File: src/rtl/stp_ram.sv
module stp_ram #(
	parameter int WIDTH = 8,
	parameter int DEPTH = 32
) (
	input  logic                     clk,
	input  logic                     we,
	input  logic [$clog2(DEPTH)-1:0] waddr,
	input  logic [WIDTH-1:0]         wdata,
	input  logic [$clog2(DEPTH)-1:0] raddr,
	output logic [WIDTH-1:0]         rdata
);

	logic [WIDTH-1:0] mem_q [DEPTH];

	// one write port, registered read
	always_ff @(posedge clk) begin
		if (we) begin
			mem_q[waddr] <= wdata;
		end
		rdata <= mem_q[raddr];
	end

endmodule

File: config.mk
export PLATFORM = sky130hd
export DESIGN_NAME = stp_ram
export DESIGN_NICKNAME = d
export VERILOG_FILES = /design/src/rtl/stp_ram.sv
export SDC_FILE = /design/constraint.sdc
export NUM_CORES = 1
export LEC_CHECK = 0
export CAP_MARGIN = 20
export CORE_MARGIN = 8
export CORE_UTILIZATION = 60
export CTS_CLUSTER_SIZE = 24
export DETAILED_ROUTE_END_ITERATION = 10
export DONT_BUFFER_PORTS = 1
export PLACE_DENSITY = 0.76
export RECOVER_POWER = 100
export SYNTH_ARGS = -nofsm -noshare
export SYNTH_HDL_FRONTEND = slang
export SYNTH_SLANG_ARGS = --single-unit
File: constraint.sdc
create_clock -name clk -period 3 [get_ports clk]
set_input_delay 0.3 -clock clk [delete_from_list [all_inputs] [get_ports clk]]
set_output_delay 0.3 -clock clk [all_outputs]
set_load 0.03 [all_outputs]
==> Yosys cells after proc, flatten, opt, wreduce, memory -nomap -nowiden <==
Memories as Yosys holds them, arrays and structs flattened. A register that Yosys moved wholly into a read port is not among the register bits.
Cells that the tools add are included.
{ "classes": {"muxes": 2} }
{ "ops": {"columns": ["op", "n"], "rows": [
  ["1-bit two-way mux", 2]
]} }
{ "totals": {"regBits": 0, "ramBits": 256, "inputBits": 20, "output_inout_bits": 8, "memories": 1} }
{ "mem_list": {"columns": ["name", "depth", "word_bits", "rd", "rd_ports_with_merged_regs", "write_ports", "line_no", "text"], "rows": [
  ["mem_q", 32, 8, 1, 1, 1, "13", "logic [WIDTH-1:0] mem_q [DEPTH];"]
]} }

==> Depth between registers and ports, before layout <==
{ "depth": {"ltp_word": 2, "ltp_mapped": 5, "ltp_nobuf": 3} }

==> Worst setup path before layout <==
OpenSTA, ideal clock, no wires.
{ "synth_path": {"path_type": "in2reg", "from": "input port raddr[2]", "to": "register rdata[0] (read register of mem_q)", "arrival_time_ns": 1.982, "required_time_ns": 2.879, "path_slack_ns": 0.898, "path_stages": 5, "path_buffers": 2, "cell_sequence": "clkbuf_1 > clkbuf_1 > mux4_2 > mux4_2 > mux2_2"} }
{ "synth_rtl": {"columns": ["element", "line_no", "text"], "rows": [
  ["from (decl)", "9", "input logic [$clog2(DEPTH)-1:0] raddr,"],
  ["to (decl)", "10", "output logic [WIDTH-1:0] rdata"]
]} }

==> summary.md <==
| Metric | Value |
|---|---|
| RSZ-0062 raised after global routing | no |
| Resized cells post-CTS | 0 |
| WL/cell | 28.40 um |
| Worst slew margin | -0.02105 |
| CP Class | reg -> reg |
| Setup TNS | 0 ps |
| Final HPWL DP | between 10,000 and 15,000 um |
| First-pass GRT wire length | between 20,000 and 30,000 um |
| Critical path peak fanout | 1 |
| Layout cell share with drive strength beyond 1 | 0.2561 |
| GR Util All Layers | 0.1834 |
| Hold_buf cts | 9 |
| Setup-failing EPs final | 0 |
| Avg Cell Area, Syn | ~24 um^2 |
| Antenna violations before repair | 0 |
| Clock latency on the worst-skew pair | 530 ps |
| Chip Height | 145.4 um |
| Synthesized instance count | 417 |
| Arr. time, crit path | approximately 2300 ps |
| Status | complete, but fails checks |
| Sw frac | 0.1991 |
| Final Net Count | 458 |
| R2R Path End | rdata[1] |
| Sequential fraction of the synthesis area | 0.7806 |
| Pwr/cell area | about 660 nW/um^2 |
| Required time of the critical path | about 3400 ps |
| Clock network fraction of design power | 0.390 |
| R2R Setup Slk | approximately 1100 ps |
| Via density | ~6.5 |
| Hold wc startpoint | raddr[4] |
| Mapped Area | just over 10,000 um^2 |
| H-tree depth | 1 |
| DRT Wirelength | around 19,000 um |
| Worst VDD drop | roughly 0.5 mV |
| Drt pass-1 iters | 5 |
| Library cells used by synthesis | 15 |
| Placed instance area | approximately 10,000 um^2 |
| Hold_ws | approximately 110 ps |
| IO buf count | 0 |
| CP endpoint kind | flop |
| Worst hold endpoint | rdata[7] |
| Postcts setup bufs | 0 |
| Most frequent cells in the layout | edfxtp_1, mux4_2, nor2_1 |
| Worst Max-Slew Pin Slew | approximately 1500 ps |
| Period utilisation layout | 0.6302 |
| Synthesis-stage register bit count | approximately 260 |
| Worst setup SP type | flop |
| Via count of the first global-routing pass | between 4,000 and 5,000 |
| Diodes inserted | 0 |
| Max-slew violations | 98 |
| Max Freq | around 530 MHz |
| Drt initial violations | 505 |
| Vias | 4,395 |
| Largest net degree at the start of global routing | 65 |
| Cts bufs inserted | 26 |
| Setup Skew | roughly 28 ps |
| Maximum capacitance violations | 4 |
| Tmin final | around 1900 ps |
| Worst-path clk slew | roughly 60 ps |
| Hold Path Depth | 2 |
| Fin. Hold Viols | 0 |
| Seq pwr share | 0.571 |
| Die Wd | 145.4 um |
| Syn_nets | between 400 and 500 |
| Design area | approximately 11,000 um^2 |
| P_int | 0.005826 W |
| Initial Util | 0.6106 |
| CTS root buf | clkbuf_16 |
| NetSw | 0.001448 W |
| Gate power share | 0.039 |
| CTS sink count | ~260 |
| Leakage | roughly 3.3 nW |
| I/O Pins | 28 |
| RR Startpoint | mem_q[21][1] |
| Area Growth Syn to Fin | 9.646% |
| Post-DRT Antenna Nets | 0 |
| Core box area | approximately 16,000 um^2 |
| Final GP Congestion | about 0.73 |
| Total gr overflow | 0 |
| Most common cell after layout, fill and taps aside | edfxtp_1 |
| Cell row count | 47 |
| Failing checks | capacitance limit, slew limit |
| Fin util | 0.6695 |
| Path depth of the worst reg2reg path | 3 |
| TritonCTS clock tree | done |
| # DRC | 0 |
| Longest Clk Path Bufs | 3 |
| Die area | 21,150 um^2 |
| YS warnings | 0 |
| Hold Crit Class | in -> reg |
-- area by class of cell --
type / count / area [um^2]
clock inverters: 10 / 50.05
well taps: 220 / 275.3
multi-input cells: 133 / 2100
flip-flops and latches: 264 / 7848
repair buffers: 13 / 73.82
clock buffers: 33 / 676.9
fillers: 1037 / 5443
-- logic make-up after synthesis --
logic type / share of synthesized area
mux: 0.1882
simple gates: 0.02066
buf+inv: 0.01058
flops: 0.7806
-- power groups by stage --
stage               Combinational (W)  Clock (W)  Sequential [W]
floorplan                    0.000219          0         0.00422
global placement             0.000220          0         0.00423
detailed placement           0.000221          0         0.00423
CTS                          0.000298    0.00288         0.00415
global route                 0.000300    0.00302         0.00416
finish                       0.000285    0.00283         0.00415
-- synthesized netlist by cell type --
cell type,count,area [um^2]
edfxtp_1,256,7687
mux4_2,80,1802
nor2_1,33,123.9
dfxtp_1,8,160.2
mux2_2,8,90.09
buf_1,6,22.52
buf_4,6,45.04
clkbuf_1,6,22.52
nand3b_1,5,37.54
or3b_2,3,26.28
nand3_1,2,10.01
buf_2,1,5.000
buf_6,1,11.26
nand2_1,1,3.750
or3_1,1,6.260
-- critical path, stage by stage (launching register included) --
cell      delay (ps)
edfxtp_1         370
mux4_2           520
mux4_2           510
mux2_1           350
-- sequential cells by signal, summed over array words and instances (netlist names) --
register,count
mem_q,256
rdata,8
-- per-layer routing --
metal	up-vias	track usage	part of all wire
li1	1815	-	-
met1	2316	0.2767	0.42
met2	238	0.2727	0.47
met3	26	0.03887	0.098
met4	0	0.04164	0.015
met5	-	0	0
-- stage by stage --
stage / total power [W] / worst slack [ps] / std cells
after detailed placement: 0.004451 / 1018 / 618
after global placement: 0.004445 / 1022 / 618
after global routing: 0.007472 / 1110 / 673
final: 0.007273 / 1109 / 673
after CTS: 0.007326 / 1132 / 670
after floorplan: 0.004439 / 897.6 / 417
-- worst max path at each step --
stage	startpoint	end	slack (ps)	cells after the start
3_5_place_dp	waddr[1]	mem_q[0][3]	1020	2
6_report	mem_q[21][1]	rdata[1]	1110	3
4_1_cts	mem_q[22][2]	rdata[2]	1130	3
5_1_grt	mem_q[21][1]	rdata[1]	1110	3
2_1_floorplan	raddr[2]	rdata[0]	900	5
3_3_place_gp	waddr[1]	mem_q[8][4]	1020	2
(Power assumes the default switching activity.)
