$ cat config.mk
export PLATFORM = sky130hd
export DESIGN_NAME = stp_cell
export DESIGN_NICKNAME = d
export VERILOG_FILES = /design/src/rtl/stp_pkg.sv /design/src/rtl/stp_cell.sv
export SDC_FILE = /design/constraint.sdc
export NUM_CORES = 1
export LEC_CHECK = 0
export BUFFER_PORTS_ARGS = -buffer_cell sky130_fd_sc_hd__buf_2
export CAP_MARGIN = 20
export CORE_ASPECT_RATIO = 0.75
export CORE_MARGIN = 2
export CORE_UTILIZATION = 41
export DETAILED_ROUTE_END_ITERATION = 10
export PLACE_DENSITY = 0.84
export SLEW_MARGIN = 10
export SYNTH_ARGS = -nofsm -noshare
export SYNTH_HDL_FRONTEND = slang
export SYNTH_SLANG_ARGS = --single-unit
export TNS_END_PERCENT = 50
$ cat constraint.sdc
create_clock -name clk -period 4.54 [get_ports clk]
set_clock_uncertainty 0.15 [all_clocks]
set_input_delay 0.227 -clock clk [delete_from_list [all_inputs] [get_ports clk]]
set_output_delay 0.227 -clock clk [all_outputs]
set_load 0.01 [all_outputs]
$ cat src/rtl/stp_pkg.sv
package stp_pkg;

	// operation codes
	localparam logic [2:0] OP_TICK   = 3'd0;
	localparam logic [2:0] OP_ALLOC  = 3'd1;
	localparam logic [2:0] OP_FREE   = 3'd2;
	localparam logic [2:0] OP_BIND   = 3'd3;
	localparam logic [2:0] OP_ARM    = 3'd4;
	localparam logic [2:0] OP_CANCEL = 3'd5;
	localparam logic [2:0] OP_CALL   = 3'd6;

	// result kinds
	localparam logic [1:0] KIND_ALLOC  = 2'd0;
	localparam logic [1:0] KIND_CANCEL = 2'd1;
	localparam logic [1:0] KIND_EXPIRY = 2'd2;
	localparam logic [1:0] KIND_TASK   = 2'd3;

	// slot status codes
	localparam logic [1:0] ST_FREE  = 2'd0;
	localparam logic [1:0] ST_ALLOC = 2'd1;
	localparam logic [1:0] ST_RUN   = 2'd2;

	// configuration register indexes
	localparam logic REG_TASK_SLOT   = 1'b0;
	localparam logic REG_TASK_ENABLE = 1'b1;

	typedef struct packed {
		logic [2:0]         op;
		logic [4:0]         slot;
		logic [31:0]        delay;
		logic [7:0]         queue_id;
		logic signed [31:0] payload;
		logic               auto_cancel;
	} stp_in_t;

	typedef struct packed {
		logic [1:0]         kind;
		logic [4:0]         slot_out;
		logic               ok;
		logic [7:0]         queue_out;
		logic signed [31:0] payload_out;
		logic               last;
	} stp_out_t;

	// row-wide command to the sorted cells
	typedef struct packed {
		logic ins;
		logic rem;
		logic pop;
	} stp_cell_ctl_t;

endpackage

$ cat src/rtl/stp_cell.sv
module stp_cell #(
	parameter int IDW = 5
) (
	input  logic                  clk,
	input  logic                  arst_n,
	input  stp_pkg::stp_cell_ctl_t ctl,
	input  logic [IDW-1:0]        new_id,
	input  logic [31:0]           new_exp,
	input  logic [IDW-1:0]        rem_id,
	// left neighbor (closer to head)
	input  logic                  l_v,
	input  logic [IDW-1:0]        l_id,
	input  logic [31:0]           l_exp,
	input  logic                  l_ge,
	input  logic                  l_after,
	// right neighbor
	input  logic                  r_v,
	input  logic [IDW-1:0]        r_id,
	input  logic [31:0]           r_exp,
	output logic                  v,
	output logic [IDW-1:0]        id,
	output logic [31:0]           exp_t,
	output logic                  ge,
	output logic                  after
);

	logic           v_q;
	logic [IDW-1:0] id_q;
	logic [31:0]    exp_q;
	logic           match;

	// new entry belongs at or before this cell; empty cells always qualify
	assign ge    = !v_q || (new_exp <= exp_q);
	assign match = ctl.rem && v_q && (id_q == rem_id);
	assign after = l_after || match;

	assign v     = v_q;
	assign id    = id_q;
	assign exp_t = exp_q;

	// valid bit
	always_ff @(posedge clk or negedge arst_n) begin
		if (!arst_n) begin
			v_q <= 1'b0;
		end else if (ctl.pop || (ctl.rem && after)) begin
			v_q <= r_v;
		end else if (ctl.ins && ge) begin
			v_q <= l_ge ? l_v : 1'b1;
		end
	end

	// entry contents, shift left on removal, right on insertion
	always_ff @(posedge clk) begin
		if (ctl.pop || (ctl.rem && after)) begin
			id_q  <= r_id;
			exp_q <= r_exp;
		end else if (ctl.ins && ge) begin
			id_q  <= l_ge ? l_id : new_id;
			exp_q <= l_ge ? l_exp : new_exp;
		end
	end

endmodule

======== Word level (Yosys, flattened, before mapping) ========
Index checks and enable logic that the tools add are counted.
operators by class
  magnitude comparators ................... 1
  equality and inequality tests ........... 1
  muxes and demuxes ....................... 9
  reductions and logical operators ........ 9
operators with widths
  operator           count
  $mux 32            3
  $le 32x32->1       1
  $mux 5             3
  $eq 5x5->1         1
  $logic_and 1x1->1  4
  $logic_or 1x1->1   3
  $mux 1             3
  $reduce_bool 2->1  1
  $logic_not 1->1    1
storage, ports and cells
  flip-flop bits (word level) ............. 38
  input bits .............................. 125
  output and inout port bits .............. 40
  logic and storage cells ................. 23

======== Logic depth before layout (Yosys ltp) ========
  depth after elaboration ................. 6
  mapped depth ............................ 7
  depth with buffers taken out ............ 7

======== Least setup slack after synthesis ========
Ideal clock, no wire load.
  path type ............................... register to register
  start ................................... reg exp_q[30] (netlist: exp_t[30])
  end ..................................... reg exp_q[0] (netlist: exp_t[0]), enable pin
  setup time .............................. 487 ps
  arrival time ............................ 4,459 ps
  data required time ...................... 3,903 ps
  setup slack ............................. -556 ps
  stages on the path, launching flop included .. 8
  buffers on the path ..................... 0
  period minus slack after synthesis ...... 5,096 ps
  cell sequence ........................... edfxtp_1 inv_1 ha_1 nand4_2 or4_1 o21ai_0 a21oi_1 o31ai_1
on the way
  cells in the longest elaborated chain, start to end .. 4
RTL lines
  what                         line            text
  from (decl)                  stp_cell.sv:29  logic [31:0] exp_q;
  from (signal assigned)       stp_cell.sv:56  exp_q <= r_exp;
  from (signal assigned)       stp_cell.sv:59  exp_q <= l_ge ? l_exp : new_exp;
  $le 32x32->1                 stp_cell.sv:33  assign ge = !v_q || (new_exp <= exp_q);
  $logic_or 1x1->1             stp_cell.sv:33
  $logic_and 1x1->1            stp_cell.sv:57  end else if (ctl.ins && ge) begin
  $reduce_bool 2->1 (no line)  -
Every way passes these cells.
A chain may end at the register's enable or synchronous reset.

======== Worst setup path after layout ========
  start ................................... reg exp_q[30] (netlist: exp_t[30])
  end ..................................... reg exp_q[13] (netlist: exp_t[13]), enable pin
The elaborated chain is that of the path after synthesis.

==> implementation parameters <==
Parameter                              Value

Run status
  Run status    finished clean

Layout
  Fin nets    578
  Fraction of layout cells with a size suffix above 1    61.1%
  Final antenna diode count    0
  Area growth from synthesis to layout    34.0%

Clock network
  Max clock buf depth    2
  Clock tree from TritonCTS    built
  Clock buffer count from CTS    5
  H-Tree Level Count    2
  CTS clock-pin slew for the worst setup and hold paths    80 ps
  Clock latency on the worst-skew pair    290 ps
  Clock root buffer master    sky130_fd_sc_hd__clkbuf_8
  Post-CTS Setup Repair Bufs    0
  Clock tree sinks    38

Setup path
  CP Class    flip-flop to flip-flop
  Worst path required time    4330 ps
  Endpoint type of the worst setup path    flip-flop
  Reg2Reg Depth    8
  Critical path fanouts, max    31
  CP Data Arrival Time    2940 ps
  Critical Path Start Type    flip-flop

Synth
  Post-synthesis cell type with the largest combined area    sky130_fd_sc_hd__edfxtp_1
  Cell area after synthesis    3030 um2
  Synth top area share    36.7%
  Sequential cell area fraction in the yosys report    37.5%
  Top cells by area in the synthesized netlist    sky130_fd_sc_hd__edfxtp_1 (37%), sky130_fd_sc_hd__mux2_2 (24%), sky130_fd_sc_hd__ha_1 (13%)
  Distinct cell type count after synthesis    36
  Post-synthesis sequential element count    38
  Mean instance size in the synthesized netlist    11.9 um2
  Cells after synthesis    255
  Most frequently used cell type in the post-synthesis netlist    sky130_fd_sc_hd__mux2_2
  Number of flops mapped to enable cells by yosys    37
  Async set-reset flop share out of synthesis    2.63%
  Synth Net Count    412
  Commonest cells in the synthesized netlist    sky130_fd_sc_hd__mux2_2 (65), sky130_fd_sc_hd__edfxtp_1 (37), sky130_fd_sc_hd__inv_1 (34)
  Synth warn    0
  Flip-flop cell with the highest count after synthesis    sky130_fd_sc_hd__edfxtp_1

Timing
  Slew at the pin with the worst max-slew slack    923 ps
  Shortest period the worst path allows    3150 ps
  Max Transition Viols Final    0
  Final cycle utilization of the critical path    69.4%
  Max Clock Freq    0.317 GHz
  Setup TNS    0 ps
  Fin worst setup slack    1390 ps
  Worst slew margin    38.4%
  Hold Vio Cnt, Final    0
  Unrepaired setup endpoints after global routing    false
  Setup violators final    0

Pwr
  Sw frac    29.8%
  Clk network pwr share    23.1%
  Power spent charging and discharging nets    0.000313 W
  Cell-internal power    0.000738 W
  IR Drop Worst-Case VDD    0.122 mV
  Power density over the cells    259 nW/um2
  Portion of total power attributed to sequential cells    43.9%
  Combinational group share of total power    33.0%
  Leak pwr    1.98 nW

Routing
  Number of iterations in the first detailed-routing pass    4
  Remaining DRCs    0
  Remaining antenna violation count    0
  Total number of vias    2,544
  First-iteration detailed-routing DRC count    65
  Via-to-Cell Ratio    4.86
  Routed wire per std cell    14.6 um
  Total length of routed wires    7660 um

Floorplanning
  Site Rows    27
  Placeable core area    7260 um2
  Top-level I/O count    165
  Area of the die    8100 um2
  Initial standard-cell utilization of the core    41.7%
  Height of the die    78.4 um
  Die W    103 um

Place
  Final weighted congestion in routability-driven placement    0.782
  Half-perimeter wire length after detailed placement    6310 um
  Pre-CTS WS    1390 ps
  Port Buf Inserts    164

Global routing
  Antenna violations before repair    0
  GRT Overall Usage    18.9%
  Via count of the first global-routing pass    2,600
  Global-route wire length before repair    11,700 um
  Overflow after GRT    0
  Maximum number of pins on one net before global-route repair    40

Min path
  Min-Delay Path Class    input pin to flip-flop
  Hold Crit Depth    2

Run
  Max-cap viol count    0
## stage by stage
| stage | instances | hold WS [ps] | total power [W] | instance area, um2 | utilization [%] |
|---|---|---|---|---|---|
| after global placement | 514 | -148 | 0.000804 | 3960 | 54.5 |
| after floorplan | 255 | -219 | 0.000672 | 3030 | - |
| final | 523 | 20.4 | 0.00105 | 4060 | 55.9 |
| after detailed placement | 514 | -142 | 0.000819 | 3960 | 54.5 |
| after global routing | 523 | 5.73 | 0.00113 | 4060 | 55.9 |
| after CTS | 523 | 5.94 | 0.00107 | 4060 | 55.9 |
## worst paths after layout
path                       slack [ps]   endpoint      start
min                                20          v        r_v
min reg2reg                       840          v          v
max reg2reg                      1390  exp_t[13]  exp_t[30]
max                              1390  exp_t[13]  exp_t[30]
max in group asynchronous        4050          v     arst_n
min in group asynchronous         100          v     arst_n
## placed cells by master (no fill, tap or decap), drive strengths merged, types with 3 or more instances in the layout
cell and instances:
clkbuf 7, mux2 73, o21ai 9, ha 32
nor2 3, inv 34, and4 4, edfxtp 37
a21oi 18, nand4 5, nand2 10, xor2 4
buf 166
## metal layers
layer  GRT usage (%)  routed length, um  up-vias
li1                -                  -     1275
met1            23.2               3340     1159
met2            34.0               3750      106
met3            4.10                522        4
met4            3.68                 44        0
met5               0                  0        -
## repair_timing
| item | CTS | global route |
|---|---|---|
| resized for setup | 0 | 0 |
| hold endpoints to repair | 1 | 0 |
| hold buffers | 1 | 0 |
## state kept, by name (all words and copies together) (netlist names)
| register | flops |
|---|---|
| id | 5 |
| v | 1 |
| exp_t | 32 |
## layout make-up
| type | count | area (um2) |
|---|---|---|
| Clock buffer | 7 | 86.3 |
| Fill cell | 643 | 3210 |
| Clock inverter | 1 | 5.00 |
| Multi-Input combinational cell | 175 | 1730 |
| Tap cell | 101 | 126 |
| Sequential cell | 38 | 1140 |
| Inverter | 34 | 128 |
| Timing Repair Buffer | 167 | 846 |
## power by group through the flow
stage	clock network, W	registers, W	logic (W)
final	0.000243	0.000461	0.000347
after global routing	0.000269	0.000467	0.000390
after CTS	0.000251	0.000462	0.000353
after detailed placement	0	0.000469	0.000350
after global placement	0	0.000467	0.000337
after floorplan	0	0.000488	0.000184
## worst max-delay path: stages, from the launching register on
cell	delay (ps)
sky130_fd_sc_hd__edfxtp_1	360
sky130_fd_sc_hd__inv_1	50
sky130_fd_sc_hd__ha_1	290
sky130_fd_sc_hd__nand4_2	150
sky130_fd_sc_hd__or4_1	570
sky130_fd_sc_hd__o21ai_0	180
sky130_fd_sc_hd__a21oi_1	120
sky130_fd_sc_hd__o31ai_4	440
sky130_fd_sc_hd__buf_4	470
## kinds of logic (layout without fill, tap and decap cells)
family	Yosys count	in the layout	synth area share [%]
AOI/OAI and AO/OA	36	36	7.77
xor gates and xnor gates	5	5	1.45
adders and majority gates	32	32	13.2
buffers and inverters	42	209	6.03
DFF	38	38	37.5
muxes	73	73	28.1
and+or+nand+nor	29	29	5.87
Note: power is estimated with default switching activity, not from simulation.
